`src/sv/mmu_pkg.sv`:
```
`timescale 1ns / 1ps
`default_nettype none

package mmu_pkg;

    localparam int MAX_DIM_DEF      = 8;
    localparam int ELEMENT_BITS_DEF = 16;
    localparam int DIM_W            = 4;
    localparam int POS_W            = 3;
    localparam int PRODUCT_W        = 36;
    localparam int CFG_INDEX_W      = 2;

    localparam logic [CFG_INDEX_W-1:0] REG_ROWS_B     = 2'd0;
    localparam logic [CFG_INDEX_W-1:0] REG_INNER_SIZE = 2'd1;
    localparam logic [CFG_INDEX_W-1:0] REG_COLS_C     = 2'd2;

    typedef struct packed {
        logic             first;
        logic             last_term;
        logic             final_entry;
        logic [POS_W-1:0] row;
        logic [POS_W-1:0] column;
    } tag_t;

endpackage

`default_nettype wire

```
`src/sv/mmu_mac.sv`:
```
`timescale 1ns / 1ps
`default_nettype none

module mmu_mac #(
    parameter int MAX_DIM      = mmu_pkg::MAX_DIM_DEF,
    parameter int ELEMENT_BITS = mmu_pkg::ELEMENT_BITS_DEF
) (
    input  wire logic                               clk,
    input  wire logic                               rst_n,
    input  wire logic                               wr_b,
    input  wire logic                               wr_c,
    input  wire logic [((MAX_DIM*MAX_DIM > 1) ? $clog2(MAX_DIM*MAX_DIM) : 1)-1:0] wr_addr,
    input  wire logic [ELEMENT_BITS-1:0]            wr_data,
    input  wire logic                               issue_valid,
    input  wire mmu_pkg::tag_t                      issue_tag,
    input  wire logic [((MAX_DIM*MAX_DIM > 1) ? $clog2(MAX_DIM*MAX_DIM) : 1)-1:0] rd_b_addr,
    input  wire logic [((MAX_DIM*MAX_DIM > 1) ? $clog2(MAX_DIM*MAX_DIM) : 1)-1:0] rd_c_addr,
    output logic                                    advance,
    output logic                                    out_valid,
    input  wire logic                               out_ready,
    output logic signed [mmu_pkg::PRODUCT_W-1:0]    product,
    output logic [mmu_pkg::POS_W-1:0]               row,
    output logic [mmu_pkg::POS_W-1:0]               column,
    output logic                                    last
);

    localparam int DEPTH = MAX_DIM * MAX_DIM;

    logic [ELEMENT_BITS-1:0] left_store [DEPTH];
    logic [ELEMENT_BITS-1:0] right_store [DEPTH];

    logic                               s1_valid_reg;
    mmu_pkg::tag_t                      s1_tag_reg;
    logic signed [ELEMENT_BITS-1:0]     b_rd_reg;
    logic signed [ELEMENT_BITS-1:0]     c_rd_reg;
    logic                               s2_valid_reg;
    mmu_pkg::tag_t                      s2_tag_reg;
    logic signed [2*ELEMENT_BITS-1:0]   prod_reg;
    logic [mmu_pkg::PRODUCT_W-1:0]      acc_reg;
    logic [mmu_pkg::PRODUCT_W-1:0]      acc_next;
    logic                               out_valid_reg;
    logic [mmu_pkg::PRODUCT_W-1:0]      product_reg;
    logic [mmu_pkg::POS_W-1:0]          row_reg;
    logic [mmu_pkg::POS_W-1:0]          column_reg;
    logic                               last_reg;

    assign advance = !out_valid_reg || out_ready;

    always_comb
    begin
        acc_next = (s2_tag_reg.first ? '0 : acc_reg)
                 + mmu_pkg::PRODUCT_W'(prod_reg);
    end

    always_ff @(posedge clk)
    begin
        if (wr_b)
        begin
            left_store[wr_addr] <= wr_data;
        end
        if (wr_c)
        begin
            right_store[wr_addr] <= wr_data;
        end
    end

    always_ff @(posedge clk)
    begin
        if (advance)
        begin
            b_rd_reg   <= left_store[rd_b_addr];
            c_rd_reg   <= right_store[rd_c_addr];
            s1_tag_reg <= issue_tag;
            prod_reg   <= b_rd_reg * c_rd_reg;
            s2_tag_reg <= s1_tag_reg;
            if (s2_valid_reg)
            begin
                acc_reg <= acc_next;
            end
            if (s2_valid_reg && s2_tag_reg.last_term)
            begin
                product_reg <= acc_next;
                row_reg     <= s2_tag_reg.row;
                column_reg  <= s2_tag_reg.column;
                last_reg    <= s2_tag_reg.final_entry;
            end
        end
    end

    always_ff @(posedge clk or negedge rst_n)
    begin
        if (!rst_n)
        begin
            s1_valid_reg  <= 1'b0;
            s2_valid_reg  <= 1'b0;
            out_valid_reg <= 1'b0;
        end
        else if (advance)
        begin
            s1_valid_reg  <= issue_valid;
            s2_valid_reg  <= s1_valid_reg;
            out_valid_reg <= s2_valid_reg && s2_tag_reg.last_term;
        end
    end

    assign out_valid = out_valid_reg;
    assign product   = product_reg;
    assign row       = row_reg;
    assign column    = column_reg;
    assign last      = last_reg;

endmodule

`default_nettype wire

```
`src/sv/matrix_multiply_unit.sv`:
```
// Matrix product A = B * C over signed fixed-point elements.
// The input channel (in_valid, in_ready, element) takes one element per item:
// all of B in column-major order, then all of C in column-major order.
// The configuration channel (cfg_valid, cfg_ready, cfg_index, cfg_data) sets
// rows_b, inner_size and cols_c; zero acts as one and values above MAX_DIM
// act as MAX_DIM. Any write to one of these registers drops a partial load.
// The output channel (out_valid, out_ready) carries product, row, column and
// last, one entry of A per item in column-major order, last on the final one.
// Elements are taken only while loading. After the last element of C, a
// single multiply-accumulate unit fed from two element stores does one product
// per cycle while the receiver does not stall. Each term passes the store read,
// product and accumulate registers, and each entry of A the output register.
// The next load is accepted as soon as the final product has been read from
// the stores.
// Reset sets all three dimensions to eight and empties the load; the element
// stores hold no defined values until written. When the receiver stalls, the
// output register holds its entry and the whole multiply pipeline freezes.
`timescale 1ns / 1ps
`default_nettype none

module matrix_multiply_unit #(
    parameter int MAX_DIM      = mmu_pkg::MAX_DIM_DEF,
    parameter int ELEMENT_BITS = mmu_pkg::ELEMENT_BITS_DEF
) (
    input  wire logic                                 clk,
    input  wire logic                                 rst_n,
    input  wire logic                                 cfg_valid,
    output logic                                      cfg_ready,
    input  wire logic [mmu_pkg::CFG_INDEX_W-1:0]      cfg_index,
    input  wire logic [mmu_pkg::DIM_W-1:0]            cfg_data,
    input  wire logic                                 in_valid,
    output logic                                      in_ready,
    input  wire logic signed [ELEMENT_BITS-1:0]       element,
    output logic                                      out_valid,
    input  wire logic                                 out_ready,
    output logic signed [mmu_pkg::PRODUCT_W-1:0]      product,
    output logic [mmu_pkg::POS_W-1:0]                 row,
    output logic [mmu_pkg::POS_W-1:0]                 column,
    output logic                                      last
);

    localparam int DEPTH = MAX_DIM * MAX_DIM;
    localparam int IDX_W = (MAX_DIM > 1) ? $clog2(MAX_DIM) : 1;
    localparam int AW    = (DEPTH > 1) ? $clog2(DEPTH) : 1;
    localparam int LCW   = $clog2(2 * DEPTH + 1);
    localparam logic [mmu_pkg::DIM_W-1:0] MAX_DIM_V = mmu_pkg::DIM_W'(MAX_DIM);

    typedef enum logic {
        S_LOAD,
        S_RUN
    } state_t;

    function automatic logic [mmu_pkg::DIM_W-1:0] dim_of(input logic [mmu_pkg::DIM_W-1:0] v);
        logic [mmu_pkg::DIM_W-1:0] d;
        if (v == '0)
        begin
            d = mmu_pkg::DIM_W'(1);
        end
        else if (v > MAX_DIM_V)
        begin
            d = MAX_DIM_V;
        end
        else
        begin
            d = v;
        end
        return d;
    endfunction

    state_t                     state_reg, state_next;
    logic [mmu_pkg::DIM_W-1:0]  rows_b_reg, rows_b_next;
    logic [mmu_pkg::DIM_W-1:0]  inner_size_reg, inner_size_next;
    logic [mmu_pkg::DIM_W-1:0]  cols_c_reg, cols_c_next;
    logic [LCW-1:0]             load_cnt_reg, load_cnt_next;
    logic [IDX_W-1:0]           i_reg, i_next;
    logic [IDX_W-1:0]           j_reg, j_next;
    logic [IDX_W-1:0]           k_reg, k_next;
    logic [AW-1:0]              b_addr_reg, b_addr_next;
    logic [AW-1:0]              c_addr_reg, c_addr_next;
    logic [AW-1:0]              c_base_reg, c_base_next;

    logic [mmu_pkg::DIM_W-1:0]  nr, nk, nc;
    logic [LCW-1:0]             nb, total;
    logic                       cfg_clear;
    logic                       in_accept;
    logic                       in_b_part;
    logic                       wr_b, wr_c;
    logic [AW-1:0]              wr_addr;
    logic                       advance;
    logic                       issue_valid;
    mmu_pkg::tag_t              issue_tag;
    logic                       k_last, i_last, j_last;

    assign nr    = dim_of(rows_b_reg);
    assign nk    = dim_of(inner_size_reg);
    assign nc    = dim_of(cols_c_reg);
    assign nb    = LCW'(nr) * LCW'(nk);
    assign total = nb + LCW'(nk) * LCW'(nc);

    assign cfg_ready = 1'b1;
    assign cfg_clear = cfg_valid && (cfg_index == mmu_pkg::REG_ROWS_B
                                  || cfg_index == mmu_pkg::REG_INNER_SIZE
                                  || cfg_index == mmu_pkg::REG_COLS_C);

    assign in_ready  = (state_reg == S_LOAD);
    assign in_accept = in_valid && in_ready;
    assign in_b_part = (load_cnt_reg < nb);
    assign wr_b      = in_accept && in_b_part;
    assign wr_c      = in_accept && !in_b_part;
    assign wr_addr   = in_b_part ? AW'(load_cnt_reg) : AW'(load_cnt_reg - nb);

    assign k_last = (mmu_pkg::DIM_W'(k_reg) == nk - mmu_pkg::DIM_W'(1));
    assign i_last = (mmu_pkg::DIM_W'(i_reg) == nr - mmu_pkg::DIM_W'(1));
    assign j_last = (mmu_pkg::DIM_W'(j_reg) == nc - mmu_pkg::DIM_W'(1));

    assign issue_valid           = (state_reg == S_RUN);
    assign issue_tag.first       = (k_reg == '0);
    assign issue_tag.last_term   = k_last;
    assign issue_tag.final_entry = k_last && i_last && j_last;
    assign issue_tag.row         = mmu_pkg::POS_W'(i_reg);
    assign issue_tag.column      = mmu_pkg::POS_W'(j_reg);

    always_comb
    begin
        state_next      = state_reg;
        rows_b_next     = rows_b_reg;
        inner_size_next = inner_size_reg;
        cols_c_next     = cols_c_reg;
        load_cnt_next   = load_cnt_reg;
        i_next          = i_reg;
        j_next          = j_reg;
        k_next          = k_reg;
        b_addr_next     = b_addr_reg;
        c_addr_next     = c_addr_reg;
        c_base_next     = c_base_reg;

        if (cfg_valid)
        begin
            case (cfg_index)
                mmu_pkg::REG_ROWS_B:     rows_b_next     = cfg_data;
                mmu_pkg::REG_INNER_SIZE: inner_size_next = cfg_data;
                mmu_pkg::REG_COLS_C:     cols_c_next     = cfg_data;
                default:                 ;
            endcase
        end

        case (state_reg)
            S_LOAD:
            begin
                if (cfg_clear)
                begin
                    load_cnt_next = '0;
                end
                else if (in_accept)
                begin
                    if (load_cnt_reg + LCW'(1) == total)
                    begin
                        load_cnt_next = '0;
                        state_next    = S_RUN;
                        i_next        = '0;
                        j_next        = '0;
                        k_next        = '0;
                        b_addr_next   = '0;
                        c_addr_next   = '0;
                        c_base_next   = '0;
                    end
                    else
                    begin
                        load_cnt_next = load_cnt_reg + LCW'(1);
                    end
                end
            end
            S_RUN:
            begin
                if (advance)
                begin
                    if (!k_last)
                    begin
                        k_next      = k_reg + IDX_W'(1);
                        b_addr_next = b_addr_reg + AW'(nr);
                        c_addr_next = c_addr_reg + AW'(1);
                    end
                    else
                    begin
                        k_next = '0;
                        if (!i_last)
                        begin
                            i_next      = i_reg + IDX_W'(1);
                            b_addr_next = AW'(i_reg) + AW'(1);
                            c_addr_next = c_base_reg;
                        end
                        else
                        begin
                            i_next      = '0;
                            b_addr_next = '0;
                            if (!j_last)
                            begin
                                j_next      = j_reg + IDX_W'(1);
                                c_base_next = c_base_reg + AW'(nk);
                                c_addr_next = c_base_reg + AW'(nk);
                            end
                            else
                            begin
                                state_next = S_LOAD;
                            end
                        end
                    end
                end
            end
            default:
            begin
                state_next = S_LOAD;
            end
        endcase
    end

    always_ff @(posedge clk or negedge rst_n)
    begin
        if (!rst_n)
        begin
            state_reg      <= S_LOAD;
            rows_b_reg     <= mmu_pkg::DIM_W'(8);
            inner_size_reg <= mmu_pkg::DIM_W'(8);
            cols_c_reg     <= mmu_pkg::DIM_W'(8);
            load_cnt_reg   <= '0;
            i_reg          <= '0;
            j_reg          <= '0;
            k_reg          <= '0;
            b_addr_reg     <= '0;
            c_addr_reg     <= '0;
            c_base_reg     <= '0;
        end
        else
        begin
            state_reg      <= state_next;
            rows_b_reg     <= rows_b_next;
            inner_size_reg <= inner_size_next;
            cols_c_reg     <= cols_c_next;
            load_cnt_reg   <= load_cnt_next;
            i_reg          <= i_next;
            j_reg          <= j_next;
            k_reg          <= k_next;
            b_addr_reg     <= b_addr_next;
            c_addr_reg     <= c_addr_next;
            c_base_reg     <= c_base_next;
        end
    end

    mmu_mac #(
        .MAX_DIM      (MAX_DIM),
        .ELEMENT_BITS (ELEMENT_BITS)
    ) u_mac (
        .clk         (clk),
        .rst_n       (rst_n),
        .wr_b        (wr_b),
        .wr_c        (wr_c),
        .wr_addr     (wr_addr),
        .wr_data     (element),
        .issue_valid (issue_valid),
        .issue_tag   (issue_tag),
        .rd_b_addr   (b_addr_reg),
        .rd_c_addr   (c_addr_reg),
        .advance     (advance),
        .out_valid   (out_valid),
        .out_ready   (out_ready),
        .product     (product),
        .row         (row),
        .column      (column),
        .last        (last)
    );

    // A partial load never reaches the element count of a full load.
    a_load_bound: assert property (@(posedge clk) disable iff (!rst_n)
        (state_reg == S_LOAD) |-> (load_cnt_reg < total))
        else $error("load count reached the full matrix size while loading");

    // The item that completes C starts the multiply sequence.
    a_load_to_run: assert property (@(posedge clk) disable iff (!rst_n)
        (in_accept && !cfg_clear && (load_cnt_reg + LCW'(1) == total))
        |=> (state_reg == S_RUN))
        else $error("complete load did not start the multiply sequence");

    // Issuing the final product term ends the sequence.
    a_run_to_load: assert property (@(posedge clk) disable iff (!rst_n)
        (issue_valid && advance && issue_tag.final_entry) |=> (state_reg == S_LOAD))
        else $error("sequencer did not return to loading after the final term");

endmodule

`default_nettype wire
```
`config.mk`:
```
export PLATFORM = sky130hd
export DESIGN_NAME = matrix_multiply_unit
export DESIGN_NICKNAME = d
export VERILOG_FILES = /design/src/sv/mmu_pkg.sv /design/src/sv/mmu_mac.sv /design/src/sv/matrix_multiply_unit.sv
export SDC_FILE = /design/constraint.sdc
export NUM_CORES = 2
export LEC_CHECK = 0
export BUFFER_PORTS_ARGS = -buffer_cell sky130_fd_sc_hd__buf_2
export CAP_MARGIN = 0
export CORE_MARGIN = 8
export CORE_UTILIZATION = 65
export DETAILED_ROUTE_END_ITERATION = 8
export PLACE_DENSITY = 0.91
export REMOVE_ABC_BUFFERS = 1
export SLEW_MARGIN = 30
export SYNTH_ARGS = -nofsm -noshare
export SYNTH_HDL_FRONTEND = slang
export SYNTH_SLANG_ARGS = --single-unit
```
`constraint.sdc`:
```
create_clock -name clk -period 16.2 [get_ports clk]
set_input_delay 0.81 -clock clk [delete_from_list [all_inputs] [get_ports clk]]
set_output_delay 0.81 -clock clk [all_outputs]
set_load 0.005 [all_outputs]
```
Word-level counts from Yosys, hierarchy flattened --
Memory sizes are Yosys's and may differ from the RTL's. A register that Yosys moved wholly into a read port is not among the register bits. Index checks and enable logic that the tools add are counted.
Word-level totals: flip-flop bits (word level) 180, RAM bits 2048, input bits 27, output and inout bits 46, memories 2
Operators by class: add/subtract/negate cells 14, $mul 3, $lt $le $gt $ge 4, equality and inequality tests 14, muxes and demuxes 54, bitwise gates (word level) 1, reduce and logical (&&, ||, !) cells 28
Memories:
- u_mac.left_store | words 64, width 16, rd ports 1, clocked after memory_dff 1, wr ports 1, RTL line mmu_mac.sv:29 | logic [ELEMENT_BITS-1:0] left_store [DEPTH];
- u_mac.right_store | words 64, width 16, rd ports 1, clocked after memory_dff 1, wr ports 1, RTL line mmu_mac.sv:30 | logic [ELEMENT_BITS-1:0] right_store [DEPTH];
Operators by type and width (count):
- $mux W6 | 13
- $add A36 B36 Y36 | 1
- $mux W3 | 12
- $mux W36 | 1
- $pmux W6 S2 | 3
- $mul A16 B16 Y32 | 1
- $mux W4 | 7
- $mux W8 | 3
- $pmux W3 S2 | 3
- $mul A4 B4 Y8 | 2
- $add A6 B4 Y6 | 2
- $eq A3 B4 Y1 | 3
- $gt A4 B4 Y1 const B | 3
- $logic_not A4 Y1 | 3
- $reduce_and A2 Y1 | 6
- $sub A4 B1 Y4 const B | 3
- $mux W1 | 11
- $ne A2 B1 Y1 const B | 5
- $reduce_and A5 Y1 | 2
- $add A3 B1 Y3 const B | 3
- $add A8 B1 Y8 const B | 1
- $add A8 B8 Y8 | 1
- $eq A8 B8 Y1 | 1
- $lt A8 B8 Y1 | 1
- 17 further kinds | 27

Logic depth before layout (Yosys ltp) --
depth in word-level cells 10, gate-level depth with buffers 23, mapped depth without buffers 22

Cells and area by module --
From an unflattened synthesis, not the netlist that was laid out.
Unflattened totals: cells, all modules 5088, area, all modules 99347.8 um^2
Modules (own cells, without submodules):
- mmu_mac | times used 1, cells each 4573, area each 94728.4 um^2, seq. area each 66408.7 um^2
- matrix_multiply_unit | times used 1, cells each 515, area each 4619.4 um^2, seq. area each 1204.9 um^2

Least setup slack after synthesis --
Ideal clock, no wire load.
path kind register -> register, start point register u_mac.b_rd_reg[15] (read register of u_mac.left_store), end point register u_mac.prod_reg[31], data pin, library setup time 0.260 ns, arrival 6.067 ns, data required time 15.940 ns, path slack 9.873 ns, cell stages (with the launch flop) 23, path buffers 1, clock period less this slack 6.327 ns, cells stage by stage edfxtp_1 -> clkbuf_1 -> nand2_1 -> fa_1 -> inv_1 -> fa_1 -> inv_1 -> fa_1 -> inv_1 -> fa_1 -> inv_1 -> fa_1 -> inv_1 -> fa_1 -> ha_1 -> a21o_1 -> nor2_1 -> nand3_1 -> o311a_1 -> a41o_1 -> a211o_1 -> a21oi_1 -> xnor2_1
On the way: longest elaborated chain between the ends 1
Ends and longest elaborated chain:
- start, declared | RTL line mmu_mac.sv:34 | logic signed [ELEMENT_BITS-1:0] b_rd_reg;
- $mul A16 B16 Y32 | RTL line mmu_mac.sv:74 | prod_reg <= b_rd_reg * c_rd_reg;
- end signal, assigned | RTL line mmu_mac.sv:74
- end, declared | RTL line mmu_mac.sv:38 | logic signed [2*ELEMENT_BITS-1:0] prod_reg;
No other way between the ends. A chain may end at the register's enable or synchronous reset.

Final worst setup path --
start point register rows_b_reg[3] (netlist name), end point register b_addr_reg[1]
On the way: longest elaborated chain between the ends 9, elaborated cells between the ends (all ways) 16, classes of those cells add/sub: 3; mul: 1; order compare: 1; eq/ne: 3; mux: 6; reduce/logical: 2
Ends and longest elaborated chain:
- start, declared | RTL line matrix_multiply_unit.sv:71 | logic [mmu_pkg::DIM_W-1:0] rows_b_reg, rows_b_next;
- start signal, assigned | RTL line matrix_multiply_unit.sv:222 | rows_b_reg <= mmu_pkg::DIM_W'(8);
- start signal, assigned | RTL line matrix_multiply_unit.sv:236 | rows_b_reg <= rows_b_next;
- $gt A4 B4 Y1 | RTL line matrix_multiply_unit.sv:59 | else if (v > MAX_DIM_V)
- $mux W4 | RTL line matrix_multiply_unit.sv:59
- $mux W4 * | RTL line matrix_multiply_unit.sv:55 | if (v == '0)
- branches (longest 6 deep; another with $mul A4 B4 Y8)
- end signal, assigned | RTL line matrix_multiply_unit.sv:243 | b_addr_reg <= b_addr_next;
- end, declared | RTL line matrix_multiply_unit.sv:78 | logic [AW-1:0] b_addr_reg, b_addr_next;
Every way passes the cells marked *. The select of a mux whose other input is x is not followed.

==> load_flow_metrics.sql <==
INSERT INTO impl_metrics (metric_group, metric, value, unit) VALUES
('status', 'outcome', 'finished clean', ''),
('detailed_routing', 'totalWireLength', '290.3', 'mm'),
('timing', 'finalHoldViolations', '0', ''),
('global_route', 'antenna_violations_before_repair', '29', ''),
('finish', 'post_layout_nonfiller_instances', '8013', ''),
('global_route', 'gr-total-overflow', '0', ''),
('timing', 'worst_slew_margin_rel', '26.25', '%'),
('die', 'rows', '144', ''),
('timing', 'rsz0062_at_grt', 'false', ''),
('synthesis', 'top_cells_by_instance_count_after_synthesis', '2,209 x edfxtp_1, 464 x mux4_2, 370 x inv_1', ''),
('synthesis', 'synth.ff_latch_count', '2260', ''),
('worst_setup_path', 'crit_path_start', 'rows_b_reg[3]', ''),
('finish', 'n_fill_cell', '8200', ''),
('worst_setup_path', 'reg2reg_slack', '8.90', 'ns'),
('clock_network', 'cts_num_sinks', '2260', ''),
('clock_network', 'cts_hold_repair.buffers', '0', ''),
('global_route', 'first_global_vias', '59310', ''),
('synthesis', 'synth_largest_type_area_fraction', '66.29', '%'),
('clock_network', 'number_of_gates_given_a_new_drive_strength_after_cts', '0', ''),
('place', 'port-buffer-count', '71', ''),
('clock_network', 'post-cts-setup-buffer-count', '0', ''),
('global_route', 'largest_net_degree_at_the_start_of_global_routing', '142', ''),
('synthesis', 'synthArstFlopShare', '2.257', '%'),
('clock_network', 'maximum_buffer_depth_of_the_clock_tree', '3', ''),
('worst_setup_path', 'worst_setup_path_end_kind', 'register', ''),
('worst_setup_path', 'rr_worst_depth', '19', ''),
('clock_network', 'cts_inserted_buffers', '208', ''),
('finish', 'reg.largest.list', 'u_mac.left_store x1024, u_mac.right_store x1024', ''),
('clock_network', 'clock-root-buffer', 'clkbuf_16', ''),
('worst_setup_path', 'critPathMaxFanout', '10', ''),
('die', 'top_level_ports', '73', ''),
('detailed_routing', 'via_per_inst', '7.326', ''),
('synthesis', 'synth.yosys.warnings', '0', ''),
('worst_setup_path', 'category_of_the_most_critical_setup_path', 'register to register', ''),
('synthesis', 'dominantRegCellSynth', 'edfxtp_1', ''),
('timing', 'post-route-min-period', '7.297', 'ns'),
('finish', 'area_of_the_multi_input_gates', '30150', 'um2'),
('die', 'core_area', '153500', 'um2'),
('worst_setup_path', 'r2r_start', 'rows_b_reg[3]', ''),
('global_route', 'globalRouteTotalUtil', '34.24', '%'),
('timing', 'fin_setup_tns', '0', 'ns'),
('timing', 'timing.final.crit_share', '45.04', '%'),
('clock_network', 'cts_tree', 'yes', ''),
('synthesis', 'ys_top_cells_by_area', 'edfxtp_1 66%, mux4_2 10%, fa_1 5.6%', ''),
('timing', 'max_freq', '137.0', 'MHz'),
('timing', 'worst_pin_slew', '1.106', 'ns'),
('detailed_routing', 'initialDrtViolationCount', '10570', ''),
('place', 'dp.final_hpwl', '159.0', 'mm'),
('finish', 'regArea', '67630', 'um2'),
('worst_setup_path', 'critPathLaunchType', 'register', ''),
('flow_run', 'timing.max_cap.violations', '0', ''),
('synthesis', 'synth_top_cell_by_area', 'edfxtp_1', ''),
('timing', 'setup_violations', '0', ''),
('synthesis', 'synth-edff-count', '2209', ''),
('synthesis', 'synth.yosys.seq_area_share', '67.56', '%'),
('synthesis', 'yosysUniqueCellTypes', '85', ''),
('die', 'die_height', '408.4', 'um'),
('detailed_routing', 'routed_wire_length_per_instance', '36.23', 'um'),
('hold_path', 'path_type_of_the_worst_min_delay_path', 'primary input to asynchronous set/reset pin', ''),
('synthesis', 'syn-cell-area', '100100', 'um2'),
('die', 'die-area', '166800', 'um2'),
('clock_network', 'h-tree-depth', '4', ''),
('timing', 'timing_max_transition_violations_final', '0', ''),
('die', 'fp.dieW', '408.4', 'um'),
('synthesis', 'postSynthCellCount', '5603', ''),
('worst_setup_path', 'worstPathArrival', '7.96', 'ns'),
('synthesis', 'synth.most_common_cell', 'edfxtp_1', ''),
('finish', 'final_layout_size_suffix_gt1_share', '18.19', '%'),
('timing', 'fin_worst_skew', '0.04846', 'ns'),
('die', 'initial_core_util', '65.19', '%'),
('place', 'dp.cells', '7613', '');
-- final cells by class --
class,instances,area share (%)
Inverter,372,1.267
Clock buffer,262,4.960
Multi-Input combinational cell,2699,27.28
Antenna cell,9,0.02038
Timing Repair Buffer,246,1.791
Sequential cell,2260,61.21
Tap cell,2044,2.314
Clock inverter,121,1.157
-- worst max-delay path: stages (launching register included) --
cell       delay (ns)
dfstp_2          0.64
nand2b_1         0.41
nor2_1           0.16
fa_1             0.57
inv_1            0.07
fa_1             0.50
inv_1            0.08
ha_1             0.29
a21o_1           0.17
a21oi_1          0.30
xnor2_1          0.23
fa_1             0.47
ha_1             0.38
nand2_1          0.07
o21ai_0          0.25
xnor2_1          0.15
or4_1            0.66
a2111oi_4        0.95
o21ai_0          0.24
o21ai_1          0.51
-- cell usage in the layout (no fill, tap or decap), drive strengths merged, types with 11 or more instances in the layout --
master,synthesis,routed
a21o,58,58
a21oi,150,150
and2,122,122
buf,80,246
bufinv,0,20
clkbuf,192,262
clkinv,2,96
dfrtp,48,48
edfxtp,2209,2209
fa,279,279
ha,169,169
inv,370,372
mux2,17,17
mux2i,264,264
mux4,464,464
nand2,194,194
nand2b,32,32
nand3,41,41
nand3b,13,13
nand4,11,11
nor2,219,219
nor2b,46,46
nor3,101,101
nor3b,12,12
o21ai,37,37
o21bai,11,11
o221ai,130,130
o22ai,70,70
xnor2,79,79
xor2,33,33
-- worst max-delay path by stage --
| stage | depth (start not counted) | end | slack, ns |
|---|---|---|---|
| floorplan | 5 | u_mac.c_rd_reg[0] | 1.74 |
| global placement | 21 | u_mac.prod_reg[31] | 9.44 |
| finish | 19 | b_addr_reg[1] | 8.90 |
| global route | 21 | u_mac.prod_reg[31] | 8.76 |
| detailed placement | 21 | u_mac.prod_reg[31] | 9.30 |
| CTS | 21 | u_mac.prod_reg[31] | 9.10 |
-- layer usage --
metal  vias to the layer above  wire, um  part of all wire, %  track usage, %
li1                      22160         -                    -               -
met3                      1434     38540                   13           9.454
met1                     29050     90370                   31           42.21
met4                        24     24040                  8.3           20.83
met2                      6039    137200                   47           54.48
met5                         -       178                0.061               0
-- per-stage QoR --
stage                     utilization, %  setup WS (ns)  instance area, um2  hold slack [ns]
after floorplan                        -          1.740               99020           0.4003
after global placement             67.36          9.438              103400           0.4017
after detailed placement           67.41          9.304              103500           0.4099
after CTS                          71.82          9.102              110200          0.07889
after global routing               71.97          8.759              110500           0.1369
final                              71.99          8.903              110500           0.1033
-- logic make-up (layout without fill, tap and decap cells) --
| kind of cell | after synthesis | after routing | synth area share [%] |
|---|---|---|---|
| AOI/OAI and AO/OA | 555 | 555 | 3.897 |
| xor gates and xnor gates | 112 | 112 | 0.9802 |
| adders and majority gates | 448 | 448 | 7.694 |
| buffers and inverters | 644 | 1001 | 2.452 |
| DFF | 2260 | 2260 | 67.56 |
| muxes | 745 | 745 | 13.27 |
| other | 1 | 10 | 0.003747 |
| and+or+nand+nor | 838 | 838 | 4.133 |
Power is left out: the tool's default activity adds up to more than one toggle a clock period on the data nets, which glitch-free logic cannot reach.
